**src/sv/b64d_pkg.sv**
```systemverilog
`timescale 1ns / 1ps

package b64d_pkg;

   localparam int QueueDepthDefault = 4;

   localparam logic [7:0] CharUpperA = 8'h41;
   localparam logic [7:0] CharUpperZ = 8'h5a;
   localparam logic [7:0] CharLowerA = 8'h61;
   localparam logic [7:0] CharLowerZ = 8'h7a;
   localparam logic [7:0] CharDigit0 = 8'h30;
   localparam logic [7:0] CharDigit9 = 8'h39;
   localparam logic [7:0] CharPlus   = 8'h2b;
   localparam logic [7:0] CharSlash  = 8'h2f;

   localparam logic [5:0] LowerBase  = 6'd26;
   localparam logic [5:0] DigitBase  = 6'd52;
   localparam logic [5:0] PlusValue  = 6'd62;
   localparam logic [5:0] SlashValue = 6'd63;

   // up to three bytes for the back end, first byte in the top bits
   typedef struct packed {
      logic [23:0] bytes;
      logic [1:0]  last_idx;
      logic        has_byte;
      logic        text_end;
   } bundle_type;

   // bit 6: character is a base64 letter, bits 5:0: its value
   function automatic logic [6:0] sextet_of(input logic [7:0] c);
      logic [7:0] d;
      logic [6:0] res;
      res = 7'd0;
      d   = 8'd0;
      if (c >= CharUpperA && c <= CharUpperZ) begin
         d   = c - CharUpperA;
         res = {1'b1, d[5:0]};
      end else if (c >= CharLowerA && c <= CharLowerZ) begin
         d   = c - CharLowerA;
         res = {1'b1, d[5:0] + LowerBase};
      end else if (c >= CharDigit0 && c <= CharDigit9) begin
         d   = c - CharDigit0;
         res = {1'b1, d[5:0] + DigitBase};
      end else if (c == CharPlus) begin
         res = {1'b1, PlusValue};
      end else if (c == CharSlash) begin
         res = {1'b1, SlashValue};
      end
      return res;
   endfunction

endpackage

```
**src/sv/b64d_front.sv**
```systemverilog
`timescale 1ns / 1ps

module b64d_front (
   input  logic                clock,
   input  logic                reset,
   input  logic                req_tvalid,
   output logic                req_tready,
   input  logic [7:0]          req_tdata,
   input  logic                req_tuser,
   input  logic                req_tlast,
   input  logic                queue_full,
   output logic                push,
   output b64d_pkg::bundle_type bundle
);
   import b64d_pkg::*;

   logic [17:0] store_ff, store_in, store_new;
   logic [1:0]  count_ff, count_in, count_new;
   logic        stopped_ff, stopped_in, stopped_new;
   logic [6:0]  code;
   logic        take;
   logic        group_done;
   logic        accept;

   assign req_tready = !queue_full;
   assign accept     = req_tvalid && req_tready;

   always_comb begin
      code        = sextet_of(req_tdata);
      take        = req_tuser && !stopped_ff;
      group_done  = take && code[6] && (count_ff == 2'd3);
      store_new   = store_ff;
      count_new   = count_ff;
      stopped_new = stopped_ff;
      if (take) begin
         if (!code[6]) begin
            stopped_new = 1'b1;
         end else if (count_ff == 2'd3) begin
            store_new = 18'd0;
            count_new = 2'd0;
         end else begin
            store_new = {store_ff[11:0], code[5:0]};
            count_new = count_ff + 2'd1;
         end
      end

      bundle.bytes    = 24'd0;
      bundle.last_idx = 2'd0;
      bundle.has_byte = 1'b0;
      bundle.text_end = req_tlast;
      if (group_done) begin
         bundle.bytes    = {store_ff, code[5:0]};
         bundle.last_idx = 2'd2;
         bundle.has_byte = 1'b1;
      end else if (req_tlast) begin
         case (count_new)
            2'd2: begin
               bundle.bytes    = {store_new[11:4], 16'd0};
               bundle.has_byte = 1'b1;
            end
            2'd3: begin
               bundle.bytes    = {store_new[17:10], store_new[9:2], 8'd0};
               bundle.last_idx = 2'd1;
               bundle.has_byte = 1'b1;
            end
            default: begin
               bundle.has_byte = 1'b0;
            end
         endcase
      end

      push = accept && (group_done || req_tlast);

      // end of text returns everything to its reset values
      if (req_tlast) begin
         store_in   = 18'd0;
         count_in   = 2'd0;
         stopped_in = 1'b0;
      end else begin
         store_in   = store_new;
         count_in   = count_new;
         stopped_in = stopped_new;
      end
   end

   always_ff @(posedge clock) begin
      if (reset) begin
         store_ff   <= 18'd0;
         count_ff   <= 2'd0;
         stopped_ff <= 1'b0;
      end else if (accept) begin
         store_ff   <= store_in;
         count_ff   <= count_in;
         stopped_ff <= stopped_in;
      end
   end

endmodule

```
**src/sv/b64d_queue.sv**
```systemverilog
`timescale 1ns / 1ps

module b64d_queue #(
   parameter int Depth = b64d_pkg::QueueDepthDefault
) (
   input  logic                clock,
   input  logic                reset,
   input  logic                push,
   input  b64d_pkg::bundle_type push_data,
   input  logic                pop,
   output logic                full,
   output logic                empty,
   output b64d_pkg::bundle_type head
);
   import b64d_pkg::*;

   localparam int PtrW = (Depth > 1) ? $clog2(Depth) : 1;
   localparam int CntW = $clog2(Depth + 1);

   bundle_type            slot_ff [Depth];
   logic [PtrW-1:0]       wr_ptr_ff, wr_ptr_in;
   logic [PtrW-1:0]       rd_ptr_ff, rd_ptr_in;
   logic [CntW-1:0]       count_ff, count_in;
   logic                  do_push;
   logic                  do_pop;

   assign full    = (count_ff == CntW'(Depth));
   assign empty   = (count_ff == '0);
   assign head    = slot_ff[rd_ptr_ff];
   assign do_push = push && !full;
   assign do_pop  = pop && !empty;

   always_comb begin
      wr_ptr_in = wr_ptr_ff;
      rd_ptr_in = rd_ptr_ff;
      count_in  = count_ff;
      if (do_push) begin
         wr_ptr_in = (wr_ptr_ff == PtrW'(Depth - 1)) ? '0 : wr_ptr_ff + PtrW'(1);
      end
      if (do_pop) begin
         rd_ptr_in = (rd_ptr_ff == PtrW'(Depth - 1)) ? '0 : rd_ptr_ff + PtrW'(1);
      end
      if (do_push && !do_pop) begin
         count_in = count_ff + CntW'(1);
      end else if (do_pop && !do_push) begin
         count_in = count_ff - CntW'(1);
      end
   end

   always_ff @(posedge clock) begin
      if (reset) begin
         wr_ptr_ff <= '0;
         rd_ptr_ff <= '0;
         count_ff  <= '0;
      end else begin
         wr_ptr_ff <= wr_ptr_in;
         rd_ptr_ff <= rd_ptr_in;
         count_ff  <= count_in;
      end
   end

   always_ff @(posedge clock) begin
      if (do_push) begin
         slot_ff[wr_ptr_ff] <= push_data;
      end
   end

endmodule

```
**src/sv/b64d_back.sv**
```systemverilog
`timescale 1ns / 1ps

module b64d_back (
   input  logic                clock,
   input  logic                reset,
   input  logic                empty,
   input  b64d_pkg::bundle_type head,
   output logic                pop,
   output logic                rsp_tvalid,
   input  logic                rsp_tready,
   output logic [7:0]          rsp_tdata,
   output logic [1:0]          rsp_tuser,
   output logic                rsp_tlast
);
   import b64d_pkg::*;

   logic [1:0] idx_ff, idx_in;
   logic       valid_ff, valid_in;
   logic [7:0] data_ff, data_in;
   logic       present_ff, present_in;
   logic       last_ff, last_in;
   logic       end_ff, end_in;
   logic       load;
   logic       emit;
   logic       final_one;

   always_comb begin
      load      = !valid_ff || rsp_tready;
      emit      = load && !empty;
      final_one = (idx_ff == head.last_idx);
      pop       = emit && final_one;

      case (idx_ff)
         2'd0:    data_in = head.bytes[23:16];
         2'd1:    data_in = head.bytes[15:8];
         default: data_in = head.bytes[7:0];
      endcase
      valid_in   = !empty;
      present_in = head.has_byte;
      last_in    = final_one;
      end_in     = final_one && head.text_end;

      idx_in = idx_ff;
      if (emit) begin
         idx_in = final_one ? 2'd0 : idx_ff + 2'd1;
      end
   end

   always_ff @(posedge clock) begin
      if (reset) begin
         idx_ff   <= 2'd0;
         valid_ff <= 1'b0;
      end else begin
         idx_ff <= idx_in;
         if (load) begin
            valid_ff <= valid_in;
         end
      end
   end

   always_ff @(posedge clock) begin
      if (emit) begin
         data_ff    <= data_in;
         present_ff <= present_in;
         last_ff    <= last_in;
         end_ff     <= end_in;
      end
   end

   assign rsp_tvalid = valid_ff;
   assign rsp_tdata  = data_ff;
   assign rsp_tuser  = {end_ff, present_ff};
   assign rsp_tlast  = last_ff;

endmodule

```
**src/sv/base64_text_decoder_top.sv**
```systemverilog
`timescale 1ns / 1ps

// Base64 text decoder, one character per transfer in, one byte per transfer out.
// Input channel req_: tdata is the character code, tuser is 1 when tdata holds
// a character, tlast marks the final transfer of the text.
// Result channel rsp_: tdata is a decoded byte, tuser[0] is 1 for a real byte
// and 0 for the empty end marker, tuser[1] flags the final result of the text,
// tlast flags the last result caused by one input transfer.
// Four letters give three bytes; '=' or any other character stops decoding
// until the end of the text, where a partial group of n letters gives n-1
// bytes, or an empty marker when no byte is due.
// Throughput: one input transfer per cycle while the bundle queue has room, and one
// result per cycle while the receiver is ready. A result passes through the bundle
// queue and then the output register; a full group leaves the output stage as three
// results in turn, and the bundle queue (QueueDepth entries) absorbs the difference.
// Reset clears the group state, empties the queue and clears the output valid flag.
// When rsp_tvalid is high and rsp_tready is low the output register holds; once the
// queue fills, req_tready drops until the receiver takes results again.
module base64_text_decoder_top #(
   parameter int QueueDepth = b64d_pkg::QueueDepthDefault
) (
   input  logic       clock,
   input  logic       reset,
   input  logic       req_tvalid,
   output logic       req_tready,
   input  logic [7:0] req_tdata,   // [7:0] symbol
   input  logic       req_tuser,   // [0] symbol_present
   input  logic       req_tlast,
   output logic       rsp_tvalid,
   input  logic       rsp_tready,
   output logic [7:0] rsp_tdata,   // [7:0] data_byte
   output logic [1:0] rsp_tuser,   // [0] byte_present, [1] message_end
   output logic       rsp_tlast
);
   import b64d_pkg::*;

   bundle_type push_data;
   bundle_type head;
   logic       push;
   logic       pop;
   logic       full;
   logic       empty;

   b64d_front u_front (
      .clock      (clock),
      .reset      (reset),
      .req_tvalid (req_tvalid),
      .req_tready (req_tready),
      .req_tdata  (req_tdata),
      .req_tuser  (req_tuser),
      .req_tlast  (req_tlast),
      .queue_full (full),
      .push       (push),
      .bundle     (push_data)
   );

   b64d_queue #(
      .Depth (QueueDepth)
   ) u_queue (
      .clock     (clock),
      .reset     (reset),
      .push      (push),
      .push_data (push_data),
      .pop       (pop),
      .full      (full),
      .empty     (empty),
      .head      (head)
   );

   b64d_back u_back (
      .clock      (clock),
      .reset      (reset),
      .empty      (empty),
      .head       (head),
      .pop        (pop),
      .rsp_tvalid (rsp_tvalid),
      .rsp_tready (rsp_tready),
      .rsp_tdata  (rsp_tdata),
      .rsp_tuser  (rsp_tuser),
      .rsp_tlast  (rsp_tlast)
   );

endmodule

```
**config.mk**
```make
export PLATFORM = sky130hd
export DESIGN_NAME = base64_text_decoder_top
export DESIGN_NICKNAME = d
export VERILOG_FILES = /design/src/sv/b64d_pkg.sv /design/src/sv/b64d_front.sv /design/src/sv/b64d_queue.sv /design/src/sv/b64d_back.sv /design/src/sv/base64_text_decoder_top.sv
export SDC_FILE = /design/constraint.sdc
export NUM_CORES = 1
export LEC_CHECK = 0
export ABC_AREA = 1
export BUFFER_PORTS_ARGS = -buffer_cell sky130_fd_sc_hd__buf_4
export CAP_MARGIN = 20
export CORE_ASPECT_RATIO = 0.9
export CORE_MARGIN = 2
export CORE_UTILIZATION = 34
export DETAILED_ROUTE_END_ITERATION = 16
export PLACE_DENSITY = 0.48
export SKIP_CTS_REPAIR_TIMING = 1
export SLEW_MARGIN = 20
export SYNTH_ARGS = -nofsm -noshare
export SYNTH_HDL_FRONTEND = slang
export SYNTH_HIERARCHICAL = 1
export SYNTH_SLANG_ARGS = --single-unit
```
**constraint.sdc**
```tcl
create_clock -name clock -period 5.3 [get_ports clock]
set_clock_uncertainty 0.1 [all_clocks]
set_input_delay 1.06 -clock clock [delete_from_list [all_inputs] [get_ports clock]]
set_output_delay 1.06 -clock clock [all_outputs]
set_load 0.05 [all_outputs]
```
==> out/qor.txt <==
Status = finished clean
Crit path time final = 4.11 ns
Die area = 23400 um2
Port buffer count = 26
Final period util = 77.5%
Critical Path AT = 4.37 ns
Remaining global-route overflow = 0
Synth top area share = 49.0%
Sequential area share after synthesis = 57.7%
TNS Setup = 0 ns
Cts bufs inserted = 17
Non-Filler Instances = 1097
Hold WC Path Type = flip-flop to flip-flop
Hold Vio Cnt, Final = 0
Worst setup SP type = input pin
Pre-antenna DRT Iters = 6
Pin count of the biggest net entering global routing = 58
Fin area = 8540 um2
CP Capture Type = flip-flop
Post-route DRC violation count = 0
Crit-path max FO = 17
Synth area leaders = edfxtp_1 49%, nand2_1 8.9%, dfxtp_1 8.8%
RD Place Congestion = 0.815
RSZ-0062 raised after global routing = no
Max VDD drop = 0.000236 V
Share of cells above drive strength 1 = 13.8%
F_max = 244 MHz
Pleak = 0.00335 uW
Post-Place Cells = 1065
Gr usage total = 16.8%
Nets@finish = 825
Hpwl dp = 12100 um
Global-route wire length before repair = 30100 um
Die W = 161 um
Cells after synthesis = 775
Fillcell total = 2170
Max-Cap Viols = 0
Core box area = 21700 um2
I/O pin cnt = 27
Root buffer cell = clkbuf_16
Mapped cell area = 7540 um2
DR vias = 5545
Row Count = 51
Post-Syn Nets = 807
Clk buf depth = 2
Register area = 4350 um2
Initial antenna violation count = 0
Die Height = 145 um
Diodes inserted = 0
Avg WL per Cell = 17.4 um
Max Transition Viols Final = 0
H-tree depth = 4
PD cells = 460 nW/um2
Biggest area consumer among synthesized cells = edfxtp_1
Post-route ant nets = 0
Final hold slack = 0.384 ns
Layout area overhead = 13.2%
Vias in the first global route = 5415
Pwr Total = 3930 uW
Worst EP required = 5.56 ns
CTS tree = built
Synth Warn # = 6
CTS clk-pin slew, worst paths = 0.06 ns
CTS sink count = 156
Total wire length = 19100 um
Worst skew pair latency = 0.42 ns
Starting Density = 34.8%
Area of the multi-input gates = 2750 um2
Synthesized area per cell = 9.74 um2
Post-synthesis register bit count = 156
Distinct cells, synth = 43
Dpl cell area = 7950 um2
Worst rel slew slack = 33.0%
Final setup viols = 0
Worst Tran Pin Value = 1.00 ns
Via-to-Cell Ratio = 5.05
DR iter-0 viols = 500
Crit Path Category = input pin to flip-flop
## logic make-up (layout without fill, tap and decap cells)
| logic type | Yosys count | after routing | share of synthesized area (%) |
|---|---|---|---|
| and+or+nand+nor | 353 | 353 | 21.5 |
| DFF | 156 | 156 | 57.7 |
| buffers and inverters | 91 | 122 | 5.97 |
| adders and majority gates | 18 | 18 | 3.08 |
| AOI/OAI and AO/OA | 151 | 151 | 11.1 |
| xor gates and xnor gates | 6 | 6 | 0.697 |
## per-stage QoR
| step | setup slack, ns | utilization, % |
|---|---|---|
| after CTS | 1.22 | 39.4 |
| after floorplan | 0.965 | - |
| after global placement | 0.903 | 36.6 |
| after global routing | 0.918 | 39.4 |
| after detailed placement | 0.794 | 36.6 |
| final | 1.19 | 39.4 |
## layout make-up
| class | count | area share [%] |
|---|---|---|
| Sequential cell | 156 | 51.0 |
| Multi-Input combinational cell | 528 | 32.2 |
| Clock buffer | 20 | 5.11 |
| Tap cell | 291 | 4.26 |
| Timing Repair Buffer | 36 | 3.16 |
| Inverter | 54 | 2.42 |
| Clock inverter | 12 | 1.89 |
## where the power goes
group | internal (uW) | leakage, uW | switching (uW)
combinational | 327 | 0.00159 | 815
sequential | 1490 | 0.00147 | 58.8
clock | 748 | 0.000289 | 492
## worst max-delay path, stage by stage
cell and delay [ns]:
buf_4 0.14, inv_1 0.15, ha_1 0.31, nor2_1 0.10, nor3_2 0.26, nor2_4 0.08
nand3_4 0.24, nand3_2 0.29, a21oi_1 0.35, nand2_1 0.26, inv_1 0.11, ha_1 0.17
inv_1 0.07, fa_1 0.38, nand2_1 0.11, nand3_1 0.08, nand2_1 0.06, inv_1 0.04
nor2_1 0.10
## state kept, by name, summed over array words and instances, names as in the netlist, named ones only
name	cells
u_back/rsp_tlast	1
u_queue/count_ff	3
u_queue/wr_ptr_ff	2
u_back/rsp_tvalid	1
u_queue/rd_ptr_ff	2
u_front/stopped_ff	1
u_front/store_ff	18
u_queue/slot_ff	112
u_back/present_ff	1
u_back/idx_ff	2
u_back/end_ff	1
u_front/count_ff	2
u_back/rsp_tdata	8
## layer usage
layer | up-vias | global-route usage [%] | share of wire (%)
met5 | - | 0 | 0
met3 | 15 | 4.52 | 5.6
met4 | 0 | 4.91 | 0.93
li1 | 2709 | - | -
met1 | 2666 | 22.3 | 46
met2 | 155 | 27.1 | 47
## layout by cell type, fill, tap and decap left out, types with 2 or more instances in the layout
| cell | netlist | routed |
|---|---|---|
| xor2_1 | 6 | 6 |
| inv_2 | 9 | 9 |
| nand3_2 | 5 | 5 |
| bufinv_16 | 0 | 3 |
| nand2_8 | 2 | 2 |
| nor2_8 | 2 | 2 |
| clkbuf_1 | 12 | 3 |
| dfxtp_1 | 33 | 33 |
| nand4_1 | 19 | 19 |
| nand3_1 | 30 | 30 |
| o22ai_1 | 28 | 28 |
| nor2_1 | 91 | 87 |
| clkinv_1 | 1 | 2 |
| nor2_2 | 5 | 9 |
| edfxtp_1 | 123 | 123 |
| nand2_4 | 2 | 2 |
| nand2_1 | 178 | 178 |
| inv_1 | 42 | 42 |
| o21ai_1 | 18 | 18 |
| clkbuf_16 | 0 | 17 |
| o21ai_0 | 57 | 57 |
| nand2_2 | 8 | 8 |
| inv_6 | 0 | 3 |
| nand3b_1 | 4 | 4 |
| clkinv_4 | 0 | 2 |
| buf_4 | 8 | 36 |
| a21oi_1 | 35 | 35 |
| ha_1 | 17 | 17 |
| a22oi_1 | 8 | 8 |
| clkinv_2 | 1 | 2 |
## path summary, 6_finish.rpt
check | from | to | slack (ns) | depth (start not counted)
setup / recovery | req_tdata[2] | u_queue/count_ff[2] | 1.19 | 19
hold reg to reg | u_front/store_ff[16] | u_front/store_ff[16] | 0.38 | 2
setup reg to reg | flip-flop | u_queue/count_ff[1] | 1.79 | 15
hold / removal | u_front/store_ff[16] | u_front/store_ff[16] | 0.38 | 2
## cells in the mapped netlist
library cell and n:
nand2_1 178, edfxtp_1 123, nor2_1 91, o21ai_0 57, inv_1 42, a21oi_1 35, dfxtp_1 33, nand3_1 30
o22ai_1 28, nand4_1 19, o21ai_1 18, ha_1 17, clkbuf_1 12, buf_6 9, inv_2 9, a22oi_1 8
buf_4 8, nand2_2 8, buf_2 6, xor2_1 6, nand3_2 5, nor2_2 5, nand3b_1 4, buf_1 2
nand2_4 2, nand2_8 2, nor2_8 2, a21oi_2 1, a21oi_4 1, a31oi_1 1, clkinv_1 1, clkinv_2 1
fa_1 1, inv_4 1, nand3_4 1, nand4_4 1, nor2_4 1, nor3_1 1, nor3_2 1, nor4_1 1
o21ba_2 1, o31ai_1 1, or2_2 1
No activity file was read; power rests on OpenSTA's default activity.
